[src/design/deq_pkg.sv]
package deq_pkg;

    localparam int DEPTH_DEF = 32;
    localparam int VALUE_W   = 32;

    typedef enum logic [2:0] {
        MODE_PUSH_FRONT = 3'd0,
        MODE_PUSH_REAR  = 3'd1,
        MODE_POP_FRONT  = 3'd2,
        MODE_POP_REAR   = 3'd3,
        MODE_LIST       = 3'd4
    } t_mode;

    typedef enum logic [2:0] {
        ST_PUSHED = 3'd0,
        ST_POPPED = 3'd1,
        ST_LISTED = 3'd2,
        ST_EMPTY  = 3'd3,
        ST_FULL   = 3'd4
    } t_status;

endpackage

[src/design/deq_mem.sv]
module deq_mem #(
    parameter int DEPTH = deq_pkg::DEPTH_DEF,
    parameter int AW    = $clog2(DEPTH)
) (
    input  logic                              i_clk,
    input  logic                              i_we,
    input  logic [AW-1:0]                     i_waddr,
    input  logic signed [deq_pkg::VALUE_W-1:0] i_wdata,
    input  logic                              i_re,
    input  logic [AW-1:0]                     i_raddr,
    output logic signed [deq_pkg::VALUE_W-1:0] o_rdata
);

    logic signed [deq_pkg::VALUE_W-1:0] r_mem [DEPTH];
    logic signed [deq_pkg::VALUE_W-1:0] r_rdata;

    always_ff @(posedge i_clk) begin
        if (i_we) begin
            r_mem[i_waddr] <= i_wdata;
        end
        if (i_re) begin
            r_rdata <= r_mem[i_raddr];
        end
    end

    assign o_rdata = r_rdata;

endmodule

[src/design/double_ended_queue_top.sv]
// Bounded double-ended queue of DEPTH signed 32-bit values in a circular
// single-port-write, single-port-read memory with a registered read port.
// A push, or any operation that finds the queue empty or full, is accepted
// and its result appears in the next cycle. A pop first reads the memory,
// then presents the result from S_READ once the output is not stalled. A
// listing walks the store from front to rear through the single read port,
// giving one result per stored value. Only one transaction is in work at a
// time; input stall is high while an operation is in work or while the
// output register holds a result that is being stalled. Unused mode codes
// are accepted and ignored. The store needs no clearing after reset.
module double_ended_queue_top #(
    parameter int DEPTH = deq_pkg::DEPTH_DEF
) (
    input  logic                              i_clk,
    input  logic                              i_rst_n,
    input  logic                              i_valid,
    output logic                              o_stall,
    input  logic [2:0]                        i_mode,
    input  logic signed [deq_pkg::VALUE_W-1:0] i_value,
    output logic                              o_valid,
    input  logic                              i_stall,
    output logic [2:0]                        o_status,
    output logic signed [deq_pkg::VALUE_W-1:0] o_value_res,
    output logic                              o_last
);

    localparam int AW = $clog2(DEPTH);
    localparam int OW = $clog2(DEPTH + 1);

    typedef enum logic [1:0] {
        S_IDLE,
        S_READ,
        S_LIST
    } t_state;

    t_state                             r_state, n_state;
    logic [AW-1:0]                      r_head, n_head;
    logic [OW-1:0]                      r_occ, n_occ;
    logic [OW-1:0]                      r_idx, n_idx;
    logic                               r_ovalid, n_ovalid;
    deq_pkg::t_status                   r_status, n_status;
    logic signed [deq_pkg::VALUE_W-1:0] r_value, n_value;
    logic                               r_last, n_last;

    logic                               out_ready;
    logic                               acc;
    logic                               mem_we;
    logic                               mem_re;
    logic [AW-1:0]                      mem_waddr;
    logic [AW-1:0]                      mem_raddr;
    logic signed [deq_pkg::VALUE_W-1:0] mem_rdata;
    logic [AW-1:0]                      head_inc;
    logic [AW-1:0]                      head_dec;
    logic                               list_end;

    function automatic logic [AW-1:0] f_slot(logic [AW-1:0] h, logic [OW-1:0] off);
        logic [OW:0] s;
        s = {{(OW + 1 - AW){1'b0}}, h} + {1'b0, off};
        if (s >= (OW + 1)'(DEPTH)) begin
            s = s - (OW + 1)'(DEPTH);
        end
        return s[AW-1:0];
    endfunction

    assign out_ready = !r_ovalid || !i_stall;
    assign o_stall   = (r_state != S_IDLE) || !out_ready;
    assign acc       = i_valid && !o_stall;
    assign head_inc  = (r_head == AW'(DEPTH - 1)) ? '0 : r_head + 1'b1;
    assign head_dec  = (r_head == '0) ? AW'(DEPTH - 1) : r_head - 1'b1;
    assign list_end  = (OW'(r_idx + 1'b1) == r_occ);

    always_comb begin
        n_state   = r_state;
        n_head    = r_head;
        n_occ     = r_occ;
        n_idx     = r_idx;
        n_ovalid  = r_ovalid && i_stall;
        n_status  = r_status;
        n_value   = r_value;
        n_last    = r_last;
        mem_we    = 1'b0;
        mem_re    = 1'b0;
        mem_waddr = r_head;
        mem_raddr = r_head;
        case (r_state)
            S_IDLE: begin
                if (acc) begin
                    case (deq_pkg::t_mode'(i_mode))
                        deq_pkg::MODE_PUSH_FRONT, deq_pkg::MODE_PUSH_REAR: begin
                            n_ovalid = 1'b1;
                            n_last   = 1'b1;
                            if (r_occ == OW'(DEPTH)) begin
                                n_status = deq_pkg::ST_FULL;
                                n_value  = '0;
                            end else begin
                                mem_we   = 1'b1;
                                n_occ    = r_occ + 1'b1;
                                n_status = deq_pkg::ST_PUSHED;
                                n_value  = i_value;
                                if (deq_pkg::t_mode'(i_mode) == deq_pkg::MODE_PUSH_FRONT) begin
                                    mem_waddr = head_dec;
                                    n_head    = head_dec;
                                end else begin
                                    mem_waddr = f_slot(r_head, r_occ);
                                end
                            end
                        end
                        deq_pkg::MODE_POP_FRONT, deq_pkg::MODE_POP_REAR: begin
                            if (r_occ == '0) begin
                                n_ovalid = 1'b1;
                                n_last   = 1'b1;
                                n_status = deq_pkg::ST_EMPTY;
                                n_value  = '0;
                            end else begin
                                mem_re  = 1'b1;
                                n_occ   = r_occ - 1'b1;
                                n_state = S_READ;
                                if (deq_pkg::t_mode'(i_mode) == deq_pkg::MODE_POP_FRONT) begin
                                    mem_raddr = r_head;
                                    n_head    = head_inc;
                                end else begin
                                    mem_raddr = f_slot(r_head, r_occ - 1'b1);
                                end
                            end
                        end
                        deq_pkg::MODE_LIST: begin
                            if (r_occ == '0) begin
                                n_ovalid = 1'b1;
                                n_last   = 1'b1;
                                n_status = deq_pkg::ST_EMPTY;
                                n_value  = '0;
                            end else begin
                                mem_re    = 1'b1;
                                mem_raddr = r_head;
                                n_idx     = '0;
                                n_state   = S_LIST;
                            end
                        end
                        default: begin
                        end
                    endcase
                end
            end
            S_READ: begin
                if (out_ready) begin
                    n_ovalid = 1'b1;
                    n_last   = 1'b1;
                    n_status = deq_pkg::ST_POPPED;
                    n_value  = mem_rdata;
                    n_state  = S_IDLE;
                end
            end
            S_LIST: begin
                if (out_ready) begin
                    n_ovalid = 1'b1;
                    n_last   = list_end;
                    n_status = deq_pkg::ST_LISTED;
                    n_value  = mem_rdata;
                    if (list_end) begin
                        n_state = S_IDLE;
                    end else begin
                        mem_re    = 1'b1;
                        mem_raddr = f_slot(r_head, OW'(r_idx + 1'b1));
                        n_idx     = r_idx + 1'b1;
                    end
                end
            end
            default: begin
                n_state = S_IDLE;
            end
        endcase
    end

    always_ff @(posedge i_clk) begin
        if (!i_rst_n) begin
            r_state  <= S_IDLE;
            r_head   <= '0;
            r_occ    <= '0;
            r_idx    <= '0;
            r_ovalid <= 1'b0;
        end else begin
            r_state  <= n_state;
            r_head   <= n_head;
            r_occ    <= n_occ;
            r_idx    <= n_idx;
            r_ovalid <= n_ovalid;
        end
        r_status <= n_status;
        r_value  <= n_value;
        r_last   <= n_last;
    end

    deq_mem #(
        .DEPTH(DEPTH),
        .AW   (AW)
    ) u_mem (
        .i_clk  (i_clk),
        .i_we   (mem_we),
        .i_waddr(mem_waddr),
        .i_wdata(i_value),
        .i_re   (mem_re),
        .i_raddr(mem_raddr),
        .o_rdata(mem_rdata)
    );

    assign o_valid     = r_ovalid;
    assign o_status    = r_status;
    assign o_value_res = r_value;
    assign o_last      = r_last;

    a_occ_bound: assert property (@(posedge i_clk) disable iff (!i_rst_n)
        r_occ <= OW'(DEPTH))
        else $error("occupancy above depth");

    a_pop_reads: assert property (@(posedge i_clk) disable iff (!i_rst_n)
        acc && (i_mode == deq_pkg::MODE_POP_FRONT || i_mode == deq_pkg::MODE_POP_REAR)
        && r_occ != '0 |=> r_state == S_READ)
        else $error("pop did not start a read");

    a_list_nonempty: assert property (@(posedge i_clk) disable iff (!i_rst_n)
        r_state == S_LIST |-> r_occ != '0 && r_idx < r_occ)
        else $error("listing walked past the stored values");

    a_read_done: assert property (@(posedge i_clk) disable iff (!i_rst_n)
        r_state == S_READ && out_ready |=> o_valid && o_last
        && o_status == deq_pkg::ST_POPPED)
        else $error("pop result not presented");

endmodule

[config.mk]
export PLATFORM = sky130hd
export DESIGN_NAME = double_ended_queue_top
export DESIGN_NICKNAME = d
export VERILOG_FILES = /design/src/design/deq_pkg.sv /design/src/design/deq_mem.sv /design/src/design/double_ended_queue_top.sv
export SDC_FILE = /design/constraint.sdc
export NUM_CORES = 1
export LEC_CHECK = 0
export ABC_AREA = 1
export BUFFER_PORTS_ARGS = -buffer_cell sky130_fd_sc_hd__clkbuf_2
export CAP_MARGIN = 0
export CORE_UTILIZATION = 45
export DETAILED_ROUTE_END_ITERATION = 10
export PLACE_DENSITY = 0.64
export SLEW_MARGIN = 25
export SYNTH_ARGS = -nofsm -noshare
export SYNTH_HDL_FRONTEND = slang
export SYNTH_SLANG_ARGS = --single-unit
[constraint.sdc]
create_clock -name i_clk -period 4.8 [get_ports i_clk]
set_input_delay 0.72 -clock i_clk [delete_from_list [all_inputs] [get_ports i_clk]]
set_output_delay 0.72 -clock i_clk [all_outputs]
set_load 0.01 [all_outputs]
---- Word-level counts from Yosys, hierarchy flattened ----
Memory sizes are Yosys's and may differ from the RTL's. A register that Yosys moved wholly into a read port is not among the register bits.
Cells that the tools add are included.
storage, ports and cells
  register bits ........................... 56
  RAM bits ................................ 1024
  memories kept ........................... 1
memory list
  memory       words  bits a word  rd ports  clocked after Yosys merged registers in  write ports  RTL line       source
  u_mem.r_mem  32     32           1         1                                        1            deq_mem.sv:14  logic signed [deq_pkg::VALUE_W-1:0] r_mem [DEPTH];
cells by class
  equality and inequality tests ........... 26
  reduce and logical (&&, ||, !) cells .... 27
  add/sub/neg operators ................... 11
  order comparisons ....................... 3
  mux-type cells .......................... 75
operators by type and width
  cell                                                  number
  two-way mux 32 bit                                    4
  one-hot mux 32 bit (2 select lines)                   2
  two-way mux 5 bit                                     20
  two-way mux 6 bit                                     7
  one-hot mux 6 bit (2 select lines)                    2
  adder 5 x 6 -> 7 bit                                  3
  >= comparator 7 x 6 -> 1 bit (second input constant)  3
  != test 2 bit (second input constant)                 10
  one-hot mux 5 bit (2 select lines)                    2
  subtractor 5 x 1 -> 5 bit (second input constant)     4
  two-way mux 1 bit                                     18
  two-way mux 3 bit                                     5
  AND reduction 7 bit                                   2
  adder 6 x 1 -> 6 bit (second input constant)          2
  two-way mux 2 bit                                     6
  AND reduction 6 bit                                   2
  AND reduction 5 bit                                   2
  != test 3 bit (second input constant)                 3
  one-hot mux 3 bit (3 select lines)                    1
  one-hot mux 1 bit (2 select lines)                    4
  nonzero test 2 bit                                    4
  == test 3 x 2 -> 1 bit (second input constant)        2
  == test 6 bit                                         1
  == test 6 bit (second input constant)                 1
  other kinds (24)                                      32

---- Depth between registers and ports, before layout ----
  depth in word-level cells ............... 10
  gate-level depth with buffers ........... 23

---- Cells and area by module ----
From an unflattened synthesis, not the netlist that was laid out.
second synthesis, totals
  cells, all modules ...................... 3996
  area, all modules ....................... 46639.7 sq um
by module, submodules not included
  module                  cells an instance  area each (sq um)  times used
  deq_mem                 3536               42726.0            1
  double_ended_queue_top  460                3913.8             1

---- Least setup slack after synthesis ----
No wires, ideal clock.
  path kind ............................... input to register
  from .................................... input i_stall
  to ...................................... memory u_mem.r_mem[24][0] (netlist name), enable pin
  buffers on the path ..................... 0
  arrival time ............................ 3.551 ns
  setup time .............................. 0.421 ns
  cell stages on the path ................. 11
  setup slack ............................. 0.828 ns
  required time ........................... 4.379 ns
  cell sequence ........................... nand2_2 -> nand2_1 -> nor2_2 -> inv_1 -> nor3_2 -> inv_1 -> a22oi_1 -> inv_1 -> nor2_1 -> nand2_1 -> nor2_1
on the way
  longest elaborated chain between the ends .. 10
  elaborated cells on any way between the ends .. 12
  those cells by class .................... 6 x mux; 6 x reduce/logical
RTL lines
  element                                  RTL line                      source
  start: declaration                       double_ended_queue_top.sv:21  input logic i_stall,
  zero test 1 bit *                        double_ended_queue_top.sv:65  assign out_ready = !r_ovalid || !i_stall;
  logical OR 1 bit *                       double_ended_queue_top.sv:65
  zero test 1 bit *                        double_ended_queue_top.sv:66  assign o_stall = (r_state != S_IDLE) || !out_ready;
  logical OR 1 bit *                       double_ended_queue_top.sv:66
  named net o_stall                        double_ended_queue_top.sv:17  output logic o_stall,
  zero test 1 bit *                        double_ended_queue_top.sv:67  assign acc = i_valid && !o_stall;
  logical AND 1 bit *                      double_ended_queue_top.sv:67
  two-way mux 1 bit                        double_ended_queue_top.sv:87  if (acc) begin
  two-way mux 1 bit                        double_ended_queue_top.sv:85  case (r_state)
  two-way mux 1 bit                        deq_mem.sv:18                 if (i_we) begin
  two-way mux 1 bit (not written as such)  deq_mem.sv:19                 r_mem[i_waddr] <= i_wdata;
  end: declaration                         deq_mem.sv:14
The timed path passes the listed nets; every way through them passes the cells marked *.

---- Final worst setup path ----
  from .................................... register r_state[0]
  to ...................................... register u_mem.r_rdata, in the netlist u_mem.o_rdata[22] (read register of u_mem.r_mem), data pin
on the way
  longest elaborated chain between the ends .. 6
  elaborated cells on any way between the ends .. 10
  those cells by class .................... 1 x eq/ne; 4 x mux; 5 x reduce/logical
RTL lines
  element                                                                                          RTL line                       source
  start: declaration                                                                               double_ended_queue_top.sv:36   t_state r_state, n_state;
  start signal: assignment                                                                         double_ended_queue_top.sv:182  r_state <= n_state;
  nonzero test 2 bit                                                                               double_ended_queue_top.sv:66
  logical OR 1 bit                                                                                 double_ended_queue_top.sv:66
  zero test 1 bit                                                                                  double_ended_queue_top.sv:67
  logical AND 1 bit                                                                                double_ended_queue_top.sv:67
  two-way mux 5 bit / two-way mux 1 bit (equally long branches)                                    double_ended_queue_top.sv:87
  one-hot mux 5 bit (2 select lines) / one-hot mux 1 bit (2 select lines) (equally long branches)  double_ended_queue_top.sv:85
  end: declaration                                                                                 deq_mem.sv:15                  logic signed [deq_pkg::VALUE_W-1:0] r_rdata;
Several ways; a longest one is shown, not always the timed one.
A chain may end at the register's enable or synchronous reset.

==> impl_metrics.csv <==
group,metric,value,unit
routing,drc_errors,0,
clocking,path_clk_slew,60,ps
routing,vias_per_cell,5.64,
timing,finalSetupViolCount,0,
global_routing,grt_overflow,0,
clocking,post-cts-setup-buffers,0,
worst_setup_path,worstSetupStartpointType,"register",
routing,firstDrtPassIters,6,
worst_setup_path,endpoint_kind,"register",
synth,yosys.area.top_type,"edfxtp_1",
timing,max_freq,246,MHz
worst_setup_path,cp.arrival,4520,ps
clocking,cts_hold_buffers,0,
cells_and_area,final_common_cell,"nand3_1",
global_routing,antenna_found_initial,9,
synth,ys_ff_latch,1112,
synth,synthXorXnorAreaFrac,0.00283,
timing,fin_crit,4060,ps
synth,synth.distinct_cells,46,
timing,rsz0062_at_grt,"no",
clocking,htree_num_levels,3,
placement,portBuffers,76,
timing,setup_tns,0,ps
global_routing,grt_use_total,0.253,
synth,synth_edf_count,1092,
timing,post-route-period-util,0.846,
clocking,postCtsResizedCells,0,
job,drv_cap,0,
synth,synth_ff_type,"edfxtp_1",
cells_and_area,area_growth,11.8,%
synth,syn_inst,4604,
synth,synthAdderAreaFrac,0.00676,
clocking,clockBufferDepth,3,
power,power.density,668,nW/um^2
synth,syn_nets,4668,
floorplan,start_util,0.455,
routing,drtAntennaViolNets,0,
worst_setup_path,path_cells,"inv_1 > ha_1 > nor2_1 > inv_1 > o21ai_0 > nor2_1 > nand2_8 > buf_12 > nand3_1 > nand3_1 > nand3_1 > nand3_1 > nand2_1 > nand2_1 > nand2_1",
synth,async_flop_share,0,
placement,dpl_cell_area,51900,sq um
worst_setup_path,critPathMaxFanout,187,
routing,detail_route.wl_per_cell,23.3,um
global_routing,grt_pass1_vias,32400,
clocking,worstSkewPairLatency,720,ps
clocking,cts_tree,"built",
power,peakVddDrop,0.00102,V
min_path,hp-class,"input port to register",
global_routing,grt_max_degree,188,
run_status,status,"completed",
global_routing,grt_pass1_wl,211000,um
floorplan,core_area,109000,sq um
synth,avgSynthCellArea,10.8,sq um
synth,synth.area.mux_share,0,
floorplan,ioPinCount,77,
worst_setup_path,slowest_delay,520,ps
worst_setup_path,required,5260,ps
synth,synth-compound-area-share,0.0164,
cells_and_area,final_core_util,0.509,
cells_and_area,layout_common_cells,"nand3_1, edfxtp_1, nand2_1",
placement,place_congestion,0.859,
floorplan,rows,121,
floorplan,dieArea,112000,sq um
timing,relSlewSlack,0.230,
placement,dp_slack,801,ps
synth,yosys_warnings,0,
timing,fin_ws,741,ps
clocking,cts-root-buf,"clkbuf_16",
timing,hold_viol,0,
worst_setup_path,crit_top_cell,"nand3_1",
worst_setup_path,slowest_stage,"buf_12",
synth,synth_area,49600,sq um
clocking,cts_made_buffers,112,
placement,hpwl,73500,um
timing,clock_skew,31.4,ps
synth,synthSimpleGateAreaFrac,0.228,
synth,synthTopCellsByArea,"edfxtp_1, nand3_1, nand2_1",
timing,whs,374,ps
timing,tightest_slew,1160,ps
routing,route.vias.total,34500,
cells_and_area,final_area,55500,sq um
cells_and_area,nNetsFinal,4671,
power,p_leak,22.1,nW
synth,synth_top_family_by_area,"simple AND/OR/NAND/NOR gates",
synth,seq_area_frac_synth,0.669,
timing,drv_slew,0,
cells_and_area,drive_gt1_frac,0.0867,
synth,synth.top_cell.area_share,0.661,
floorplan,die_width,334,um
worst_setup_path,crit_type,"register to register",
floorplan,die_h,334,um
routing,drt_wl_total,143000,um
clocking,cts.sink_count,1112,
routing,drt_iter0_drc,4389,
## cells by family (layout without fill, tap and decap cells)
kind of cell / count (synthesis) / count (layout)
buf+inv: 890 / 990
flops: 1112 / 1112
fa+ha+maj: 25 / 25
xor+xnor: 16 / 16
other cells: 0 / 1
simple gates: 2448 / 2448
compound gates: 113 / 113
## synth_stat cells, types with 2 or more instances
cell type / n
buf_1: 16
buf_4: 37
inv_2: 3
buf_2: 141
nand2_4: 2
buf_6: 9
nor3_1: 5
o21ai_1: 2
nor2_2: 3
a21o_1: 2
fa_1: 3
clkbuf_1: 76
o21ai_0: 20
nand2_2: 11
a32o_1: 32
nand3_2: 2
a21oi_1: 24
xnor2_1: 7
o31ai_1: 3
edfxtp_1: 1092
nor2_1: 68
ha_1: 22
buf_8: 8
a31oi_1: 6
xor2_1: 9
inv_1: 598
nand2_1: 1071
nand3b_1: 161
dfxtp_1: 20
nand3_1: 1117
nand4_1: 5
a211oi_1: 14
a22oi_1: 2
## per-stage QoR
| stage | total power [mW] | std cells |
|---|---|---|
| floorplan | 23.6 | 4604 |
| global placement | 28.4 | 5907 |
| detailed placement | 28.5 | 5907 |
| CTS | 37.0 | 6118 |
| global route | 39.1 | 6118 |
| finish | 37.1 | 6119 |
## final cells by class
| class | count | area (sq um) |
|---|---|---|
| Tap cell | 1414 | 1770 |
| Multi-Input combinational cell | 2602 | 12900 |
| Antenna cell | 1 | 2.50 |
| Timing Repair Buffer | 177 | 1710 |
| Clock inverter | 75 | 651 |
| Fill cell | 9362 | 53600 |
| Sequential cell | 1112 | 33200 |
| Inverter | 602 | 2270 |
| Clock buffer | 136 | 2950 |
## per-layer routing
layer,up-vias,wire (um),GRT usage
met3,233,13000,0.0440
li1,15700,-,-
met2,1608,66700,0.403
met1,16900,59300,0.354
met4,8,3710,0.0787
met5,-,65,0
## final timing paths
kind                   start                end  slack [ps]  cells past startpoint
hold / removal       i_stall            o_valid         370                      3
hold reg to reg     r_idx[1]           r_idx[1]         510                      2
setup / recovery  r_state[0]  u_mem.o_rdata[22]         740                     15
setup reg to reg  r_state[0]  u_mem.o_rdata[22]         740                     15
## sequential cells by signal (all words and copies together), names as in the netlist
name           count
o_last             1
o_status           3
o_valid            1
o_value_res       32
r_head             5
r_idx              6
r_occ              6
r_state            2
u_mem.o_rdata     32
u_mem.r_mem     1024
## report_power, final
part	switching [mW]	total, mW	internal (mW)
clock	3.74	8.59	4.85
sequential	0.188	11.5	11.3
combinational	12.2	17.0	4.77
total	16.1	37.1	20.9
## critical path: cells and delay by family (launching register included)
family,cells,cell delay (ps)
buf+inv,3,840
compound gates,1,120
simple gates,10,1630
flops,1,360
fa+ha+maj,1,410
Note: power is estimated with default switching activity, not from simulation.
